==> src/design/gni_fifo.sv <==
// two-entry queue between front end and back end
module gni_fifo #(
    parameter int WIDTH = 93
) (
    input  logic             i_clk,
    input  logic             i_rst_n,
    input  logic             i_push,
    input  logic [WIDTH-1:0] i_data,
    output logic             o_room,
    input  logic             i_pop,
    output logic             o_valid,
    output logic [WIDTH-1:0] o_data
);
    logic [WIDTH-1:0] r_mem [0:1];
    logic       r_wp, n_wp;
    logic       r_rp, n_rp;
    logic [1:0] r_count, n_count;
    logic       do_push, do_pop;

    always_comb begin
        do_push = i_push && (r_count != 2'd2);
        do_pop  = i_pop && (r_count != 2'd0);
        n_wp    = do_push ? ~r_wp : r_wp;
        n_rp    = do_pop ? ~r_rp : r_rp;
        n_count = r_count + {1'b0, do_push} - {1'b0, do_pop};
    end

    always_ff @(posedge i_clk) begin
        if (!i_rst_n) begin
            r_wp    <= 1'b0;
            r_rp    <= 1'b0;
            r_count <= 2'd0;
        end else begin
            r_wp    <= n_wp;
            r_rp    <= n_rp;
            r_count <= n_count;
        end
        if (do_push) begin
            r_mem[r_wp] <= i_data;
        end
    end

    assign o_room  = (r_count != 2'd2);
    assign o_valid = (r_count != 2'd0);
    assign o_data  = r_mem[r_rp];

endmodule

==> config.mk <==
export PLATFORM = sky130hd
export DESIGN_NAME = gni_fifo
export DESIGN_NICKNAME = d
export VERILOG_FILES = /design/src/design/gni_fifo.sv
export SDC_FILE = /design/constraint.sdc
export NUM_CORES = 1
export LEC_CHECK = 0
export ABC_AREA = 1
export BUFFER_PORTS_ARGS = -buffer_cell sky130_fd_sc_hd__buf_2
export CORE_AREA = 2 2 117 119
export CTS_BUF_LIST = sky130_fd_sc_hd__clkbuf_16
export CTS_CLUSTER_SIZE = 25
export DETAILED_ROUTE_END_ITERATION = 16
export DIE_AREA = 0 0 119 121
export PLACE_DENSITY_LB_ADDON = 0.12
export SLEW_MARGIN = 20
export SYNTH_ARGS = -nofsm -noshare
export SYNTH_HDL_FRONTEND = slang
export SYNTH_SLANG_ARGS = --single-unit
==> constraint.sdc <==
create_clock -name i_clk -period 14.25 [get_ports i_clk]
set_input_delay 3.5625 -clock i_clk [delete_from_list [all_inputs] [get_ports i_clk]]
set_output_delay 3.5625 -clock i_clk [all_outputs]
set_load 0.02 [all_outputs]
; ---- Word level (Yosys, flattened, before mapping)
; Memory sizes are Yosys's and may differ from the RTL's. A register that Yosys moved wholly into a read port is not among the register bits.
; Cells that the tools add are included.
[totals]
ff_bits = 4
ram_bits = 186
input_bits = 97
output_inout_bits = 95
wordCells = 16
memories = 1
[classes]
add_sub_neg = 2
n_eq_ne = 1
muxes = 4
n_bitwise = 2
n_reduce_logical = 3
[mem_list]
columns = name, words, width, read_ports, rd_ports_with_merged_regs, wr, line
row1 = r_mem, 2, 93, 1, 1, 1, 14  ; logic [WIDTH-1:0] r_mem [0:1];
[ops]
columns = operator, count
row1 = $mux W1, 4
row2 = $add A2 B1 Y2, 1
row3 = $logic_and A1 B1 Y1, 2
row4 = $ne A2 B2 Y1 const B, 1
row5 = $not A1 Y1, 2
row6 = $reduce_bool A2 Y1, 1
row7 = $sub A2 B1 Y2, 1

; ---- Depth between registers and ports, before layout
; Gate-level depths: netlist of run 1.
[logic_depth]
ltp_word = 4
mapped_depth = 11
depth_no_buf = 11

; ---- Worst setup path before layout of run 1
; No wires, ideal clock.
[synth_path]
path_kind = in2reg
from = input port i_push
to = memory r_mem[0][0] (enable)
setup_time_ps = 545
arrival_time_ps = 7514
t_required_ps = 13705
setup_slack_ps = 6191
cell_stages = 2
n_path_buf = 0
cell_sequence = nand2_1 -> nor2_1
[synth_via]
elab_chain_len = 3
[synth_rtl]
columns = item, line
row1 = start: declaration, 7  ; input logic i_push,
row2 = $logic_and A1 B1 Y1, 21  ; do_push = i_push && (r_count != 2'd2);
row3 = $mux W1, 38  ; if (do_push) begin
row4 = $mux W1 (not written as such), 39  ; r_mem[r_wp] <= i_data;
row5 = end: declaration, 14
; Every way passes these cells.

==> results of run 1 <==
worst reg2reg max path, delay by kind of cell, from the launching register on:
| family | cells | cell delay, ns |
|---|---|---|
| buffers and inverters | 2 | 0.84 |
| AND/OR/NAND/NOR | 3 | 1.02 |
| flip-flops | 1 | 0.36 |
routing by layer:
layer	vias up	GRT usage	wire length (um)
met2	133	0.2884	6191
met1	1729	0.1942	4757
met3	16	0.06062	884
met4	0	0.07515	213
met5	-	0	0
li1	1676	-	-
power by group:
part | internal, W | switching, W
combinational | 0.000188 | 0.000236
clock | 0.000308 | 0.000185
sequential | 0.000712 | 0.0000412
cell families after synthesis:
kind of cell             Yosys count  share of synthesized area
AO/OA/AOI/OAI                      2                   0.001384
adder cells (fa/ha/maj)            2                   0.003460
buffers and inverters             17                    0.01696
flip-flops                       191                     0.7862
multiplexers                      93                     0.1811
AND/OR/NAND/NOR                   20                    0.01090
metrics by stage:
step / hold WS, ns / setup slack (ns)
after floorplan: 0.4675 / 6.191
after global placement: 0.4917 / 8.402
after detailed placement: 0.4984 / 8.378
after CTS: 0.5179 / 7.921
after global routing: 0.5833 / 7.842
final: 0.5173 / 7.995
state kept, by name, summed over array words and instances, names as in the netlist, named ones only:
signal   cells
r_wp         1
r_mem      186
r_rp         1
r_count      2
how the worst min path moves through the flow:
stage,from,endpoint,slack (ns),cells past startpoint
5_1_grt,r_rp,r_rp,0.58,2
6_report,r_rp,r_rp,0.52,2
3_5_place_dp,r_rp,flop,0.50,2
4_1_cts,r_rp,r_rp,0.52,2
2_1_floorplan,r_rp,flop,0.47,2
3_3_place_gp,r_rp,r_rp,0.49,2
layout make-up:
| class | instances | area [sq um] |
|---|---|---|
| flip-flops and latches | 191 | 5689 |
| fillers | 892 | 4108 |
| multi-input cells | 117 | 1431 |
| repair buffers | 194 | 978.4 |
| clock buffers | 17 | 425.4 |
| well taps | 176 | 220.2 |
| clock inverters | 15 | 201.4 |
| inverters | 7 | 28.78 |
| diodes | 1 | 2.502 |
layout by cell type, fill, tap and decap left out, types with 2 or more instances in the layout:
| master | n |
|---|---|
| bufinv_16 | 5 |
| dfxtp_1 | 4 |
| clkinv_1 | 2 |
| mux2_2 | 23 |
| clkbuf_16 | 17 |
| ha_1 | 2 |
| edfxtp_1 | 186 |
| clkinv_2 | 4 |
| buf_4 | 3 |
| nor2_1 | 7 |
| mux2_4 | 70 |
| nand2_1 | 9 |
| a21oi_1 | 2 |
| inv_1 | 8 |
| buf_2 | 191 |
| nand3_1 | 3 |
==> impl_metrics.csv, run 1 <==
group,metric,value,unit
logic_synthesis,synth_area_leaders,"edfxtp_1, mux2_4, mux2_2, dfxtp_1, buf_6",
logic_synthesis,syn_area,7232,sq um
power_and_ir_drop,p_leak,3.544,nW
clock_tree,clock_path_buffers,2,
place,placed_cells,685,
timing,clock.fmax,159.9,MHz
logic_synthesis,yosysSeqAreaShare,0.7862,
logic_synthesis,synth.most_common_cell,"edfxtp_1",
clock_tree,cts-buffers-inserted,17,
cells_and_area,post-route-util,0.6861,
cells_and_area,finalNonFillerCells,718,
logic_synthesis,synth_top_cell_area_share,0.7723,
floorplan,io_pins,192,
floorplan,core,13090,sq um
detailed_routing,drtIter0Drc,261,
power_and_ir_drop,peakVddDrop,0.1129,mV
clock_tree,cts_resized,0,
timing,finalMaxSlewViolations,0,
cells_and_area,drive_above_1_share,0.5878,
logic_synthesis,synth-edff-count,186,
detailed_routing,wire_per_inst,16.78,um
place,io_buffer_count,191,
timing,tightest_slew,0.9994,ns
clock_tree,clock-sinks,191,
power_and_ir_drop,p_total,0.001670,W
logic_synthesis,synth_seq_cells,191,
place,hpwl,7.776,mm
floorplan,die_area,14400,sq um
detailed_routing,drc,0,
hold_path,hold_class,"flop to flop",
logic_synthesis,syn_inst,325,
timing,rsz0062_at_grt,"no",
floorplan,die_x,119,um
cells_and_area,synthToLayoutAreaGrowth,24.13,%
power_and_ir_drop,power_density,186.0,nW/um^2
global_route,antenna_found_initial,1,
worst_setup_path,cp.depth,3,
worst_setup_path,worstSetupStartpointType,"flop",
global_route,grt_pass1_wl,18.08,mm
clock_tree,htreeDepth,4,
worst_setup_path,r2r_slack,11.63,ns
worst_setup_path,worstSetupPathType,"flop to primary output",
global_route,grt_usage,0.1697,
worst_setup_path,crit_path_top_delay_cell,"dfxtp_4",
worst_setup_path,cp-endpoint,"o_data[9]",
logic_synthesis,synthArstFlopShare,0,
worst_setup_path,required,10.69,ns
cells_and_area,final_area,8977,sq um
logic_synthesis,yosysUniqueCellTypes,13,
clock_tree,cts_tree,"done",
detailed_routing,drt_pass1_iterations,4,
logic_synthesis,syn_nets,424,
detailed_routing,antenna_left,0,
worst_setup_path,rr_endpoint,"r_mem[0][83]",
timing,finalClockSkew,0.005843,ns
worst_setup_path,crit_path_end_kind,"primary output",
clock_tree,cts_post_setup_buffers_inserted,0,
worst_setup_path,crit_chain,"buf_4 -> mux2_2 -> buf_2",
logic_synthesis,synth_top_area_cell,"edfxtp_1",
timing,period_share,0.4390,
timing,min_period,6.255,ns
timing,report.final.hold_viol_count,0,
logic_synthesis,yosys-top-cells-count,"edfxtp_1, mux2_4, mux2_2",
detailed_routing,vias_per_cell,4.950,
logic_synthesis,synth_warnings,0,
worst_setup_path,crit_fanout,48,
detailed_routing,vias,3554,
logic_synthesis,synth_top_flop_cell,"edfxtp_1",
global_route,grt-ovfl-total,0,
timing,slew_headroom,0.3322,
global_route,grt_pass1_vias,3642,
global_route,grt_max_degree,60,
detailed_routing,totalWireLength,12.05,mm
logic_synthesis,synth.avg_cell_area,22.25,sq um
floorplan,start_util,0.5527,
timing,setup_viol,0,
worst_setup_path,crit_buf_inv,2,
cells_and_area,layout.nets,627,
worst_setup_path,r2r_cells,5,
floorplan,rows,42,
worst_setup_path,r2r_start,"r_count[0]",
worst_setup_path,crit_family,"flip-flops",
place,place_area,8348,sq um
clock_tree,cts-hold-fix-buffers,0,
clock_tree,clkTransAtPathRegs,0.07,ns
clock_tree,clk_latency,0.41,ns
place,place_congestion,0.7182,
worst_setup_path,cpPeakStageDelay,0.92,ns
clock_tree,root_buffer,"clkbuf_16",
floorplan,die_h,121,um
outcome,status,"finished, final reports clean",
timing,fin_setup_tns,0,ns
worst_setup_path,arrival,2.69,ns
flow_run,drv_cap,0,
Note: power is estimated with default switching activity, not from simulation.
==> run 2, diff against run 1 <==
Settings changed: CORE_AREA 2 2 117 119 to 2 2 121 123, DIE_AREA 0 0 119 121 to 0 0 123 125.
Clock period 14.25 ns to 6.3 ns, I/O delays scaled along.
==> impl_metrics.csv, run 2 (same netlist as run 1, synthesis figures left out) <==
group,metric,value,unit
worst_setup_path,worstSetupPathType,"flop to primary output",
timing,rsz0062_at_grt,"no",
place,io_buffer_count,191,
worst_setup_path,crit_chain,"buf_4 -> mux2_4 -> buf_2",
timing,min_period,3.940,ns
worst_setup_path,cp.depth,3,
cells_and_area,layout.nets,629,
worst_setup_path,crit_buf_inv,2,
detailed_routing,wire_per_inst,17.36,um
cells_and_area,largest_reg_flops,186,
worst_setup_path,cpPeakStageDelay,0.76,ns
clock_tree,root_buffer,"clkbuf_16",
cells_and_area,top_regs,"r_mem: 186 flops, r_count: 2 flops",
floorplan,die_x,123,um
detailed_routing,totalWireLength,12.62,mm
global_route,grt_pass1_wl,18.74,mm
floorplan,start_util,0.5092,
timing,report.final.hold_viol_count,0,
detailed_routing,drtIter0Drc,191,
power_and_ir_drop,power_density,417.3,nW/um^2
cells_and_area,final_cell_mix,"buf_2, edfxtp_1, mux2_4",
flow_run,drv_cap,0,
worst_setup_path,required,4.72,ns
clock_tree,cts_resized,0,
worst_setup_path,crit_fanout,38,
floorplan,die_h,125,um
detailed_routing,antenna_left,0,
floorplan,rows,44,
hold_path,hold_class,"flop to flop",
global_route,grt_pass1_vias,3666,
detailed_routing,vias,3559,
outcome,status,"finished, final reports clean",
timing,period_share,0.6254,
clock_tree,cts-buffers-inserted,17,
clock_tree,clkTransAtPathRegs,0.06,ns
timing,slew_headroom,0.4841,
timing,fin_setup_tns,0,ns
timing,finalClockSkew,0.007631,ns
power_and_ir_drop,p_leak,3.544,nW
cells_and_area,num_antenna_cells,0,
timing,tightest_slew,0.7739,ns
hold_path,hold_depth,2,
place,hpwl,8.284,mm
clock_tree,htreeDepth,4,
place,place_congestion,0.7368,
detailed_routing,drc,0,
clock_tree,clk_latency,0.42,ns
cells_and_area,n_fill_cell,1062,
clock_tree,clock_path_buffers,2,
power_and_ir_drop,peakVddDrop,0.2966,mV
global_route,grt_usage,0.1673,
detailed_routing,drt_pass1_iterations,4,
worst_setup_path,arrival,2.36,ns
cells_and_area,regArea,5689,sq um
clock_tree,cts_tree,"done",
timing,finalMaxSlewViolations,0,
worst_setup_path,r2r_cells,5,
detailed_routing,vias_per_cell,4.895,
floorplan,io_pins,192,
global_route,grt_max_degree,56,
worst_setup_path,crit_family,"buffers and inverters",
cells_and_area,final_common_cell,"buf_2",
timing,clock.fmax,253.8,MHz
power_and_ir_drop,p_total,0.003756,W
worst_setup_path,crit_path_top_delay_cell,"dfxtp_4",
clock_tree,cts-hold-fix-buffers,0,
timing,setup_viol,0,
clock_tree,cts_post_setup_buffers_inserted,0,
floorplan,die_area,15380,sq um
worst_setup_path,worstSetupStartpointType,"flop",
global_route,antenna_found_initial,1,
cells_and_area,synthToLayoutAreaGrowth,24.48,%
cells_and_area,largest-register,"r_mem",
global_route,grt-ovfl-total,0,
clock_tree,clock-sinks,191,
floorplan,core,14200,sq um
cells_and_area,drive_above_1_share,0.5856,
worst_setup_path,crit_path_end_kind,"primary output",
cells_and_area,multiInputGateArea,1431,sq um
run 2: changes by cell type in the layout (fill, tap and decap cells not counted):
cell,delta
clkinv_1,+1
inv_1,+1
clkinv_2,-3
bufinv_16,-1
clkinvlp_4,+2
buf_12,+2
diode_2,-1
run 2: area by class of cell:
| class | count | area share |
|---|---|---|
| flip-flops and latches | 191 | 0.6320 |
| multi-input cells | 117 | 0.1590 |
| repair buffers | 196 | 0.1131 |
| clock buffers | 17 | 0.04726 |
| well taps | 184 | 0.02557 |
| clock inverters | 15 | 0.01987 |
| inverters | 7 | 0.003197 |
run 2: routing by layer:
metal / track usage / share of wire / routed length [um]
met5: 0 / 0.0010 / 13
met4: 0.05414 / 0.012 / 146
met3: 0.06889 / 0.075 / 941
met2: 0.2857 / 0.52 / 6508
met1: 0.1900 / 0.40 / 5011
run 2: path summary, 6_finish.rpt:
kind	startpoint	end	slack, ns
max	flop	o_data[86]	2.36
min	r_rp	r_rp	0.53
max reg2reg	r_count[0]	r_mem[1][83]	4.06
min reg2reg	r_rp	r_rp	0.53
run 2: where the power goes:
part	total (W)	switching [W]	internal, W
sequential	0.00169	0.0000784	0.00161
combinational	0.000990	0.000555	0.000435
clock	0.00108	0.000425	0.000655
run 2: tightest hold or removal path: cells and delay by family (launching register included):
| kind | cells | cell delay [ns] |
|---|---|---|
| flops | 1 | 0.34 |
| simple gates | 2 | 0.16 |
run 2: per-stage QoR:
| stage | cells | setup slack (ns) | hold slack, ns | instance area, sq um | utilization |
|---|---|---|---|---|---|
| 4_1_cts | 727 | 2.301 | 0.5213 | 9002 | 0.6338 |
| 3_3_place_gp | 694 | 2.772 | 0.4906 | 8378 | 0.5899 |
| 3_5_place_dp | 695 | 2.756 | 0.5048 | 8398 | 0.5913 |
| 2_1_floorplan | 325 | 0.2284 | 0.4675 | 7232 | - |
| 5_1_grt | 727 | 2.229 | 0.5797 | 9002 | 0.6338 |
| 6_report | 727 | 2.360 | 0.5328 | 9002 | 0.6338 |
