--- config.mk ---
export PLATFORM = sky130hd
export DESIGN_NAME = gni_rng
export DESIGN_NICKNAME = d
export VERILOG_FILES = /design/src/design/gni_pkg.sv /design/src/design/gni_rng.sv
export SDC_FILE = /design/constraint.sdc
export NUM_CORES = 2
export LEC_CHECK = 0
export BUFFER_PORTS_ARGS = -buffer_cell sky130_fd_sc_hd__buf_4
export CORE_ASPECT_RATIO = 1.5
export CORE_MARGIN = 5
export CORE_UTILIZATION = 60
export DETAILED_ROUTE_END_ITERATION = 6
export HOLD_SLACK_MARGIN = 0.02
export PLACE_DENSITY_LB_ADDON = 0.12
export SLEW_MARGIN = 5
export SYNTH_ARGS = -nofsm -noshare
export SYNTH_HDL_FRONTEND = slang
export SYNTH_SLANG_ARGS = --single-unit
--- constraint.sdc ---
create_clock -name i_clk -period 16.6 [get_ports i_clk]
set_input_delay 1.66 -clock i_clk [delete_from_list [all_inputs] [get_ports i_clk]]
set_output_delay 1.66 -clock i_clk [all_outputs]
set_load 0.02 [all_outputs]
--- src/design/gni_pkg.sv ---
// shared types, constants and helpers of the gaussian noise injector
package gni_pkg;

    localparam int unsigned LAG_W  = 30;
    localparam int unsigned LAG_AW = 6;

    typedef logic [LAG_W-1:0]  t_lag;
    typedef logic [LAG_AW-1:0] t_lag_addr;

    localparam t_lag MOD_BIG    = 30'd1000000000;
    localparam t_lag SEED_MAGIC = 30'd161803398;

    localparam t_lag_addr LAG_LAST    = 6'd54;
    localparam t_lag_addr LAG_TOP     = 6'd55;
    localparam t_lag_addr FILL_STRIDE = 6'd21;
    localparam t_lag_addr TRAIL_START = 6'd31;
    localparam t_lag_addr MIX_TAP     = 6'd31;

    localparam logic [30:0] TWO_LN2_Q30  = 31'd1488522236;
    localparam logic [31:0] QUARTER_TURN = 32'h4000_0000;
    localparam logic [30:0] SIGMA_RESET  = 31'd65536;

    // floor(2^62 / 10^9), reciprocal for scaling a draw to q0.32
    localparam logic [32:0] RCP_1E9_Q62  = 33'd4611686018;

    // configuration register indexes
    localparam logic [1:0] CFG_MEAN  = 2'd0;
    localparam logic [1:0] CFG_SIGMA = 2'd1;
    localparam logic [1:0] CFG_SEED  = 2'd2;

    typedef struct packed {
        t_lag r1;
        t_lag r2;
        logic use_sine;
    } t_draw;

    // a - b modulo 10^9, both inputs below 10^9
    function automatic t_lag sub_mod(input t_lag a, input t_lag b);
        logic [LAG_W:0] d;
        d = {1'b0, a} - {1'b0, b};
        if (d[LAG_W]) begin
            d = d + {1'b0, MOD_BIG};
        end
        return d[LAG_W-1:0];
    endfunction

    // quarter-wave sine, q16
    function automatic logic [16:0] quarter_sine(input logic [4:0] i);
        logic [16:0] s;
        case (i)
            5'd0:    s = 17'd0;
            5'd1:    s = 17'd6424;
            5'd2:    s = 17'd12785;
            5'd3:    s = 17'd19024;
            5'd4:    s = 17'd25080;
            5'd5:    s = 17'd30893;
            5'd6:    s = 17'd36410;
            5'd7:    s = 17'd41576;
            5'd8:    s = 17'd46341;
            5'd9:    s = 17'd50660;
            5'd10:   s = 17'd54491;
            5'd11:   s = 17'd57798;
            5'd12:   s = 17'd60547;
            5'd13:   s = 17'd62714;
            5'd14:   s = 17'd64277;
            5'd15:   s = 17'd65220;
            5'd16:   s = 17'd65536;
            default: s = 17'd0;
        endcase
        return s;
    endfunction

endpackage

--- src/design/gni_rng.sv ---
// front end: lag table generator, seeding sequencer and input beat intake
module gni_rng #(
    parameter int WARMUP_ITEMS = 100,
    parameter int SAMPLE_BITS  = 32
) (
    input  logic                   i_clk,
    input  logic                   i_rst_n,
    input  logic                   i_seed_we,
    input  gni_pkg::t_lag          i_seed,
    input  logic                   i_push,
    output logic                   o_full,
    input  logic [SAMPLE_BITS-1:0] i_sample,
    input  logic                   i_q_room,
    output logic                   o_q_push,
    output logic [SAMPLE_BITS-1:0] o_q_sample,
    output gni_pkg::t_draw         o_q_draw
);
    import gni_pkg::*;

    localparam int WCW = $clog2(WARMUP_ITEMS + 2);

    typedef enum logic [6:0] {
        R_INIT   = 7'b0000001,
        R_FILL   = 7'b0000010,
        R_MIX_RD = 7'b0000100,
        R_MIX_WR = 7'b0001000,
        R_GEN_RD = 7'b0010000,
        R_GEN_WR = 7'b0100000,
        R_IDLE   = 7'b1000000
    } t_rstate;

    t_rstate r_state, n_state;
    t_lag    r_seed, n_seed;
    t_lag    r_mj, n_mj;
    t_lag    r_mk, n_mk;
    t_lag    r_r1, n_r1;
    t_lag_addr r_ii, n_ii;
    t_lag_addr r_cnt, n_cnt;
    t_lag_addr r_lead, n_lead;
    t_lag_addr r_trail, n_trail;
    logic [1:0] r_pass, n_pass;
    logic    r_step, n_step;
    logic    r_use_sine, n_use_sine;
    logic [WCW-1:0] r_warm, n_warm;
    logic [SAMPLE_BITS-1:0] r_sample, n_sample;

    t_lag r_mem [0:LAG_LAST];
    t_lag r_rd_a, r_rd_b;

    logic      w_we;
    t_lag_addr w_wa, w_ra, w_rb;
    t_lag      w_wd;
    t_lag      mj_init, v;
    t_lag_addr nl, nt, partner, ii_step;
    logic [LAG_AW:0] ii_sum, tap_sum;
    logic      q_push;

    function automatic t_lag_addr wrap_next(input t_lag_addr i);
        return (i >= LAG_TOP) ? t_lag_addr'(1) : i + t_lag_addr'(1);
    endfunction

    always_comb begin
        mj_init = (r_seed > SEED_MAGIC) ? r_seed - SEED_MAGIC : SEED_MAGIC - r_seed;
        v       = sub_mod(r_rd_a, r_rd_b);
        nl      = wrap_next(r_lead);
        nt      = wrap_next(r_trail);
        ii_sum  = {1'b0, r_ii} + {1'b0, FILL_STRIDE};
        ii_step = (ii_sum >= {1'b0, LAG_TOP}) ? LAG_AW'(ii_sum - {1'b0, LAG_TOP})
                                              : ii_sum[LAG_AW-1:0];
        tap_sum = {1'b0, r_cnt} + {1'b0, MIX_TAP};
        partner = (tap_sum >= {1'b0, LAG_TOP}) ? LAG_AW'(tap_sum - {1'b0, LAG_TOP})
                                               : tap_sum[LAG_AW-1:0];

        n_state    = r_state;
        n_seed     = r_seed;
        n_mj       = r_mj;
        n_mk       = r_mk;
        n_r1       = r_r1;
        n_ii       = r_ii;
        n_cnt      = r_cnt;
        n_lead     = r_lead;
        n_trail    = r_trail;
        n_pass     = r_pass;
        n_step     = r_step;
        n_use_sine = r_use_sine;
        n_warm     = r_warm;
        n_sample   = r_sample;
        w_we       = 1'b0;
        w_wa       = r_cnt;
        w_wd       = v;
        w_ra       = r_cnt;
        w_rb       = partner;
        q_push     = 1'b0;

        case (r_state)
            R_INIT: begin
                w_we    = 1'b1;
                w_wa    = LAG_LAST;
                w_wd    = mj_init;
                n_mj    = mj_init;
                n_mk    = t_lag'(1);
                n_ii    = FILL_STRIDE;
                n_cnt   = t_lag_addr'(1);
                n_state = R_FILL;
            end
            R_FILL: begin
                w_we  = 1'b1;
                w_wa  = r_ii - t_lag_addr'(1);
                w_wd  = r_mk;
                n_mk  = sub_mod(r_mj, r_mk);
                n_mj  = r_mk;
                n_ii  = ii_step;
                n_cnt = r_cnt + t_lag_addr'(1);
                if (r_cnt == LAG_LAST) begin
                    n_cnt   = '0;
                    n_pass  = '0;
                    n_state = R_MIX_RD;
                end
            end
            R_MIX_RD: begin
                n_state = R_MIX_WR;
            end
            R_MIX_WR: begin
                w_we = 1'b1;
                if (r_cnt == LAG_LAST) begin
                    n_cnt = '0;
                    if (r_pass == 2'd3) begin
                        n_lead  = '0;
                        n_trail = TRAIL_START;
                        n_step  = 1'b0;
                        n_warm  = WCW'(WARMUP_ITEMS);
                        n_state = (WARMUP_ITEMS == 0) ? R_IDLE : R_GEN_RD;
                    end else begin
                        n_pass  = r_pass + 2'd1;
                        n_state = R_MIX_RD;
                    end
                end else begin
                    n_cnt   = r_cnt + t_lag_addr'(1);
                    n_state = R_MIX_RD;
                end
            end
            R_GEN_RD: begin
                n_lead  = nl;
                n_trail = nt;
                w_ra    = nl - t_lag_addr'(1);
                w_rb    = nt - t_lag_addr'(1);
                n_state = R_GEN_WR;
            end
            R_GEN_WR: begin
                w_we = 1'b1;
                w_wa = r_lead - t_lag_addr'(1);
                if (!r_step) begin
                    n_r1    = v;
                    n_step  = 1'b1;
                    n_state = R_GEN_RD;
                end else begin
                    n_step     = 1'b0;
                    n_use_sine = ~r_use_sine;
                    if (r_warm != '0) begin
                        n_warm  = r_warm - WCW'(1);
                        n_state = (r_warm == WCW'(1)) ? R_IDLE : R_GEN_RD;
                    end else begin
                        q_push  = 1'b1;
                        n_state = R_IDLE;
                    end
                end
            end
            R_IDLE: begin
                if (i_push && i_q_room) begin
                    n_sample = i_sample;
                    n_state  = R_GEN_RD;
                end
            end
            default: begin
                n_state = R_INIT;
            end
        endcase

        // seed write restarts seeding
        if (i_seed_we) begin
            n_seed     = i_seed;
            n_use_sine = 1'b0;
            n_state    = R_INIT;
        end
    end

    always_ff @(posedge i_clk) begin
        if (!i_rst_n) begin
            r_state    <= R_INIT;
            r_seed     <= '0;
            r_use_sine <= 1'b0;
            r_step     <= 1'b0;
            r_warm     <= '0;
        end else begin
            r_state    <= n_state;
            r_seed     <= n_seed;
            r_use_sine <= n_use_sine;
            r_step     <= n_step;
            r_warm     <= n_warm;
        end
        r_mj     <= n_mj;
        r_mk     <= n_mk;
        r_r1     <= n_r1;
        r_ii     <= n_ii;
        r_cnt    <= n_cnt;
        r_lead   <= n_lead;
        r_trail  <= n_trail;
        r_pass   <= n_pass;
        r_sample <= n_sample;
    end

    always_ff @(posedge i_clk) begin
        if (w_we) begin
            r_mem[w_wa] <= w_wd;
        end
        r_rd_a <= r_mem[w_ra];
        r_rd_b <= r_mem[w_rb];
    end

    assign o_full     = !((r_state == R_IDLE) && i_q_room);
    assign o_q_push   = q_push;
    assign o_q_sample = r_sample;
    assign o_q_draw   = '{r1: r_r1, r2: v, use_sine: r_use_sine};

endmodule

# --- Word-level counts from Yosys, hierarchy flattened ---
# Memories as Yosys holds them, arrays and structs flattened. A register that Yosys moved wholly into a read port is not among the register bits.
# Cells that the tools add are included.
# W data, S select, Z words.
totals:
  out_inout_bits: 95
  latchBits: 0
  romBits: 0
  n_memories: 1
  ramBits: 1650
  ff_bits: 194
memory_table:
  columns: ["memory", "words", "width", "read_ports", "rd_clocked_by_memory_dff", "wr", "line", "text"]
  rows:
  - ["r_mem", 55, 30, 2, 2, 1, "gni_rng.sv:47", "t_lag r_mem [0:LAG_LAST];"]
classes:
  n_addsub: 19
  n_mul: 0
  n_eq_ne: 17
  shift: 0
  div_mod_pow: 0
  bitwise_logic: 3
  n_reduce_logical: 20
  muxes: 49
  magnitude_cmp: 5
op_table:
  columns: ["operator", "count"]
  rows:
  - ["$pmux W30 S2", 3]
  - ["$mux W30", 3]
  - ["$mux W7", 10]
  - ["$mux W6", 11]
  - ["$sub A30 B30 Y31", 2]
  - ["$add A30 B30 Y30 const B", 2]
  - ["$pmux W7 S7", 1]
  - ["$pmux W6 S2", 4]
  - ["$gt A30 B28 Y1 const B", 1]
  - ["$sub A28 B30 Y30 const A", 1]
  - ["$sub A30 B28 Y30 const B", 1]
  - ["$sub A6 B1 Y6 const B", 4]
  - ["$add A6 B1 Y6 const B", 3]
  - ["$pmux W6 S3", 1]
  - ["$add A6 B5 Y7 const B", 2]
  - ["$eq A7 B1 Y1 const B", 2]
  - ["$ge A7 B6 Y1 const B", 2]
  - ["$ne A2 B2 Y1 const B", 7]
  - ["$pmux W7 S2", 1]
  - ["$ge A6 B6 Y1 const B", 2]
  - ["$sub A6 B6 Y6 const B", 2]
  - ["$reduce_bool A2 Y1", 5]
  - ["$mux W1", 9]
  - ["$reduce_and A2 Y1", 4]
  - ["other kinds (23)", 30]

# --- Longest topological paths before layout ---
depth:
  word_depth: 5
  mapped_depth: 17
  ltp_nobuf: 16

# --- Worst setup path before layout ---
# No wires, ideal clock.
synth_timing:
  kind: "register to register"
  from: "register r_state[3]"
  to: "memory r_mem[40][0] (netlist bit), enable pin"
  path_buffers: 3
  setup_slack_ps: 10459
  path_stages_with_launch: 12
  t_arrival_ps: 5724
  path_cell_list: "dfxtp_1 > clkbuf_1 > nor2_2 > and4b_1 > clkbuf_1 > nor2_1 > clkinv_1 > o221ai_1 > o21ai_0 > or3b_2 > clkbuf_1 > nor2_1"
synth_via:
  elab_chain_cells: 5
  elab_cells_between_ends: 9
  classes_between: "eq/ne (4); mux (4); reduce/logical (1)"
synth_rtl:
  columns: ["item", "line", "text"]
  rows:
  - ["start, declared", "gni_rng.sv:32", "t_rstate r_state, n_state;"]
  - ["start signal, assigned", "gni_rng.sv:195", "r_state <= n_state;"]
  - ["$eq A7 B6 Y1 (tied with other cells)", "gni_rng.sv:95", "case (r_state)"]
  - ["$reduce_or A4 Y1 (no source line)", null, null]
  - ["$mux W1", "gni_rng.sv:95", null]
  - ["$mux W1", "gni_rng.sv:213", "if (w_we) begin"]
  - ["$mux W1 (not written as such)", "gni_rng.sv:214", "r_mem[w_wa] <= w_wd;"]
  - ["end, declared", "gni_rng.sv:47", null]
# Several ways; a longest one is shown, not always the timed one.

==> metrics list <==
- Summed over all nets, the half-perimeter wirelength after detailed placement is between 150 and 200 mm.
* Clock root cell: sky130_fd_sc_hd__clkbuf_16
- The critical path goes through ha_1 -> a21o_1 -> a31oi_1 -> mux2_2 -> nor3b_1 -> a211oi_1 -> a221oi_1 -> o21ai_0 -> a41oi_1 -> xor2_1 -> buf_4.
- PnR worst setup slack: roughly 9000 ps
* Maximum count of clock buffers along a single path: 3
* Largest driver fanout on the critical path: 7
- The H-tree was split into 4 levels.
* DRC violations left: 0
- Clock-pin slew reported for the worst setup and hold paths after clock tree synthesis: 60 ps
- Endpoint of the worst register-to-register path: r_rd_b[7]
* Met1 GRT Util: ~48%
- TritonCTS clock tree: yes
- Met2 demand-to-capacity share in global routing: ~62%
* Hold buffer count at CTS: 0
* Mapped cell area: roughly 96000 um2
- Across every metal layer, demand over resource in global routing totals about two fifths.
- After detailed routing, the number of vias per cell comes to 6.92.
- The tool flagged a number of max-cap violations equal to 1.
* Die Span Y: around 500 um
- OpenSTA, run right after detailed placement, puts the worst setup slack at 9870 ps.
- Post-synth ARST share: 0%
- Core area: approximately 160000 um2
* Global-route track usage on met3: 8.81%
* Sequential share of power: about 40%
- Quantity of gates resized following cts: 0
- The worst setup path is captured at an output pin.
- By area the synthesized netlist is led by sky130_fd_sc_hd__edfxtp_1 56%, sky130_fd_sc_hd__nand2_1 13%, sky130_fd_sc_hd__nand3_1 3.8%.
- Top-area cell type share of the netlist area: roughly 56%
- Nets: ~9700
- Number of nets produced by synthesis: a little under 10000
- The synthesized design contains approximately 1800 enable-type register cells.
- The path class of the tightest hold or removal check is reg2reg.
- Internal power: 0.0104 W
- In this run the static leakage power is between 30 and 40 nW.
* Highest cell delay on the worst timing path: roughly 760 ps
* Number of vias in the routed layout: 81800
- Accumulated negative setup slack: 0 ps
- Final period demand of the worst path: approximately 7500 ps
- Number of cell instances on the worst register-to-register path: 17
- Psw: between 0.006 and 0.007 W
- Counting distinct cell types in the post-synthesis netlist gives 93.
* CTS sink cnt: between 1500 and 2000
* Setup repair after global routing missed its margin: no
* Net switching fraction of the power: between 30% and 40%
- The final reports fail on max-capacitance violations.
* Most frequently used flop master after synthesis: sky130_fd_sc_hd__edfxtp_1
* Highest attainable clock frequency: 0.134 GHz
- Fin Clk Skew: about 36 ps
- Clk Latency, worst-skew pair: around 850 ps
- During synthesis, Yosys emitted a total of 0 warnings.
- At the pin with the least slew margin, the transition time is 1480 ps.
* Initial DRC count: between 10000 and 15000
* Leading post-synthesis cells by instance count: 3230 x sky130_fd_sc_hd__nand2_1, 1798 x sky130_fd_sc_hd__edfxtp_1, 734 x sky130_fd_sc_hd__nand3_1
- The die is between 300 and 400 um wide.
- Proportion of power drawn by the clock network: about a quarter
- The most critical setup path has its endpoint at o_q_draw[29].
- Cell taking the most area after synthesis: sky130_fd_sc_hd__edfxtp_1
* Reg-to-Reg Start: r_cnt[0]
* Most heavily used metal layer in global routing: met2
* Gate count after technology mapping: 9778
- Post-layout total power: 0.0165 W
* Post-synthesis sequential area ratio: just under 60%
* DR WL/cell: about 29 um
- Dominant cell by count in the synthesized netlist: sky130_fd_sc_hd__nand2_1
- Final hold viol count: 0
* Register bit total from synthesis: 1904
* Leftover overflow at the end of global routing: 0
- Entering global routing, the biggest net connects about 180 pins.
* CP Data Required Time: roughly 15000 ps
* Crit Path Category: reg2out
- Dividing total power by cell area gives a power density of approximately 160 nW/um2.
- Data arrival time of the critical path: approximately 5800 ps
- STA classifies the critical path startpoint as a register.
- TritonCTS buffer count: 178
* Post-CTS setup buffers: 0
- around 160 I/O pins were placed.
- From synthesis to final layout, the design area changed by 9.36%.
* Library cell contributing the largest single delay on the critical path: sky130_fd_sc_hd__nor3b_1
- First-pass detailed-route iteration total: 7
- Syn Area/Cell: approximately 9.8 um2
- The worst path uses about 45% of the clock period.
- In the final layout, the share of cells above drive strength 1 is about 8.3%.
- Wires add up to 341 mm.
- Crit path from: r_rd_a[13]
* Global-route wire length before repair: a little under 500 mm
* Power share of the combinational group: around a third
* Initial Util: 60.2%
- At the end of routability-driven placement, the weighted congestion stood at 0.993.
- The flow ran to the end, but the final reports show violations.
* Final count of negative-setup-slack endpoints: 0
- The number of antenna violations at the first check in global routing was 18.
- The worst-case IR drop observed on VDD is 0.000173 V.
- The count of buffers added on input and output ports is 161.
- R2R setup slack: around 9600 ps
- Post-route ant nets: 0
* Relative slew margins: less than 1%
- The floorplan has 180 rows.
* Die area: 169000 um2
- The via count of the first global-routing pass was 78000.
- The max-slew violation total from the final report is 0.
[critical path, delay by kind of cell (launching register included)]
family | cells | cell delay, ps
AOI/OAI and AO/OA | 6 | 2100
xor gates and xnor gates | 1 | 450
adders and majority gates | 1 | 420
buffers and inverters | 1 | 240
DFF | 1 | 560
muxes | 1 | 410
and+or+nand+nor | 1 | 760
[power by group through the flow]
stage,clock (W),combinational [W],sequential [W]
6_report,0.00422,0.00566,0.00660
5_1_grt,0.00442,0.00592,0.00661
4_1_cts,0.00422,0.00547,0.00659
3_5_place_dp,0,0.00546,0.00670
3_3_place_gp,0,0.00536,0.00669
2_1_floorplan,0,0.00320,0.00672
[cells by family (layout without fill, tap and decap cells)]
logic type	after synthesis	count (layout)	synth area share, %
adder cells (fa/ha/maj)	85	85	1.12
XOR/XNOR	150	150	1.37
flip-flops	1904	1904	58.3
buffers and inverters	842	790	3.69
AO/OA/AOI/OAI	1613	1613	11.2
other	0	9	0
AND/OR/NAND/NOR	5050	5050	22.5
multiplexers	134	134	1.80
[metal layers]
layer  routed length [um]  up-vias
li1                     -    34900
met1               114000    39100
met2               156000     6238
met3                42500     1624
met4                28600       12
met5                   77        -
[per-stage QoR]
step | hold WS (ps) | std cells | instance area (um2) | util, %
2_1_floorplan | 454 | 9778 | 96200 | -
3_3_place_gp | 463 | 11500 | 99300 | 62.1
3_5_place_dp | 531 | 11500 | 99300 | 62.1
4_1_cts | 544 | 11800 | 105000 | 65.8
5_1_grt | 573 | 11800 | 105000 | 65.8
6_report | 527 | 11800 | 105000 | 65.8
[how the worst min path moves through the flow]
stage              start         to  slack (ps)  depth (start not counted)
6_report       r_warm[6]  r_warm[6]         530                          2
5_1_grt        r_warm[6]  r_warm[6]         570                          2
4_1_cts        r_warm[6]  r_warm[6]         540                          2
3_5_place_dp   r_warm[6]  r_warm[6]         530                          2
3_3_place_gp   r_warm[6]  r_warm[6]         460                          2
2_1_floorplan  r_warm[6]  r_warm[6]         450                          2
[flip-flops by register name, summed over array words and instances, names as in the netlist]
signal and cells:
o_q_sample 32, r_state 7, r_cnt 6, r_lead 6, r_step 1, r_r1 30, r_rd_b 30, r_rd_a 30
r_trail 6, r_pass 2, r_seed 30, r_warm 7, r_use_sine 1, r_mj 30, r_mk 30, r_ii 6
r_mem 1650
[cells in the final DEF (no fill, tap or decap), types with 17 or more instances in the layout]
master and n:
sky130_fd_sc_hd__xnor2_1 89, sky130_fd_sc_hd__xor2_1 61, sky130_fd_sc_hd__clkbuf_1 24, sky130_fd_sc_hd__a21oi_1 441, sky130_fd_sc_hd__a32oi_1 59, sky130_fd_sc_hd__nor4_1 70
sky130_fd_sc_hd__clkbuf_16 182, sky130_fd_sc_hd__clkinv_2 38, sky130_fd_sc_hd__nand2b_1 17, sky130_fd_sc_hd__buf_4 345, sky130_fd_sc_hd__bufinv_16 19, sky130_fd_sc_hd__a22oi_1 67
sky130_fd_sc_hd__inv_1 98, sky130_fd_sc_hd__mux2i_1 98, sky130_fd_sc_hd__nor3_1 33, sky130_fd_sc_hd__edfxtp_1 1798, sky130_fd_sc_hd__o211ai_1 24, sky130_fd_sc_hd__nand2_1 3220
sky130_fd_sc_hd__nor2_1 320, sky130_fd_sc_hd__nor2_4 66, sky130_fd_sc_hd__nor2b_1 51, sky130_fd_sc_hd__dfxtp_1 106, sky130_fd_sc_hd__nand4_1 104, sky130_fd_sc_hd__o21ai_0 189
sky130_fd_sc_hd__and2_1 31, sky130_fd_sc_hd__mux4_2 30, sky130_fd_sc_hd__ha_1 82, sky130_fd_sc_hd__a21o_1 74, sky130_fd_sc_hd__o22ai_1 65, sky130_fd_sc_hd__clkinv_1 32
sky130_fd_sc_hd__nand3_1 734, sky130_fd_sc_hd__and3_1 322, sky130_fd_sc_hd__a311oi_1 280, sky130_fd_sc_hd__a31oi_1 236
[area by class of cell]
type / count / area (um2)
Antenna cell: 9 / 22.5
Tap cell: 2093 / 2620
Clock buffer: 210 / 4700
Multi-Input combinational cell: 7032 / 37300
Clock inverter: 121 / 1200
Inverter: 100 / 375
Sequential cell: 1904 / 56100
Fill cell: 12300 / 54700
Timing Repair Buffer: 359 / 2870
(Power assumes the default switching activity.)
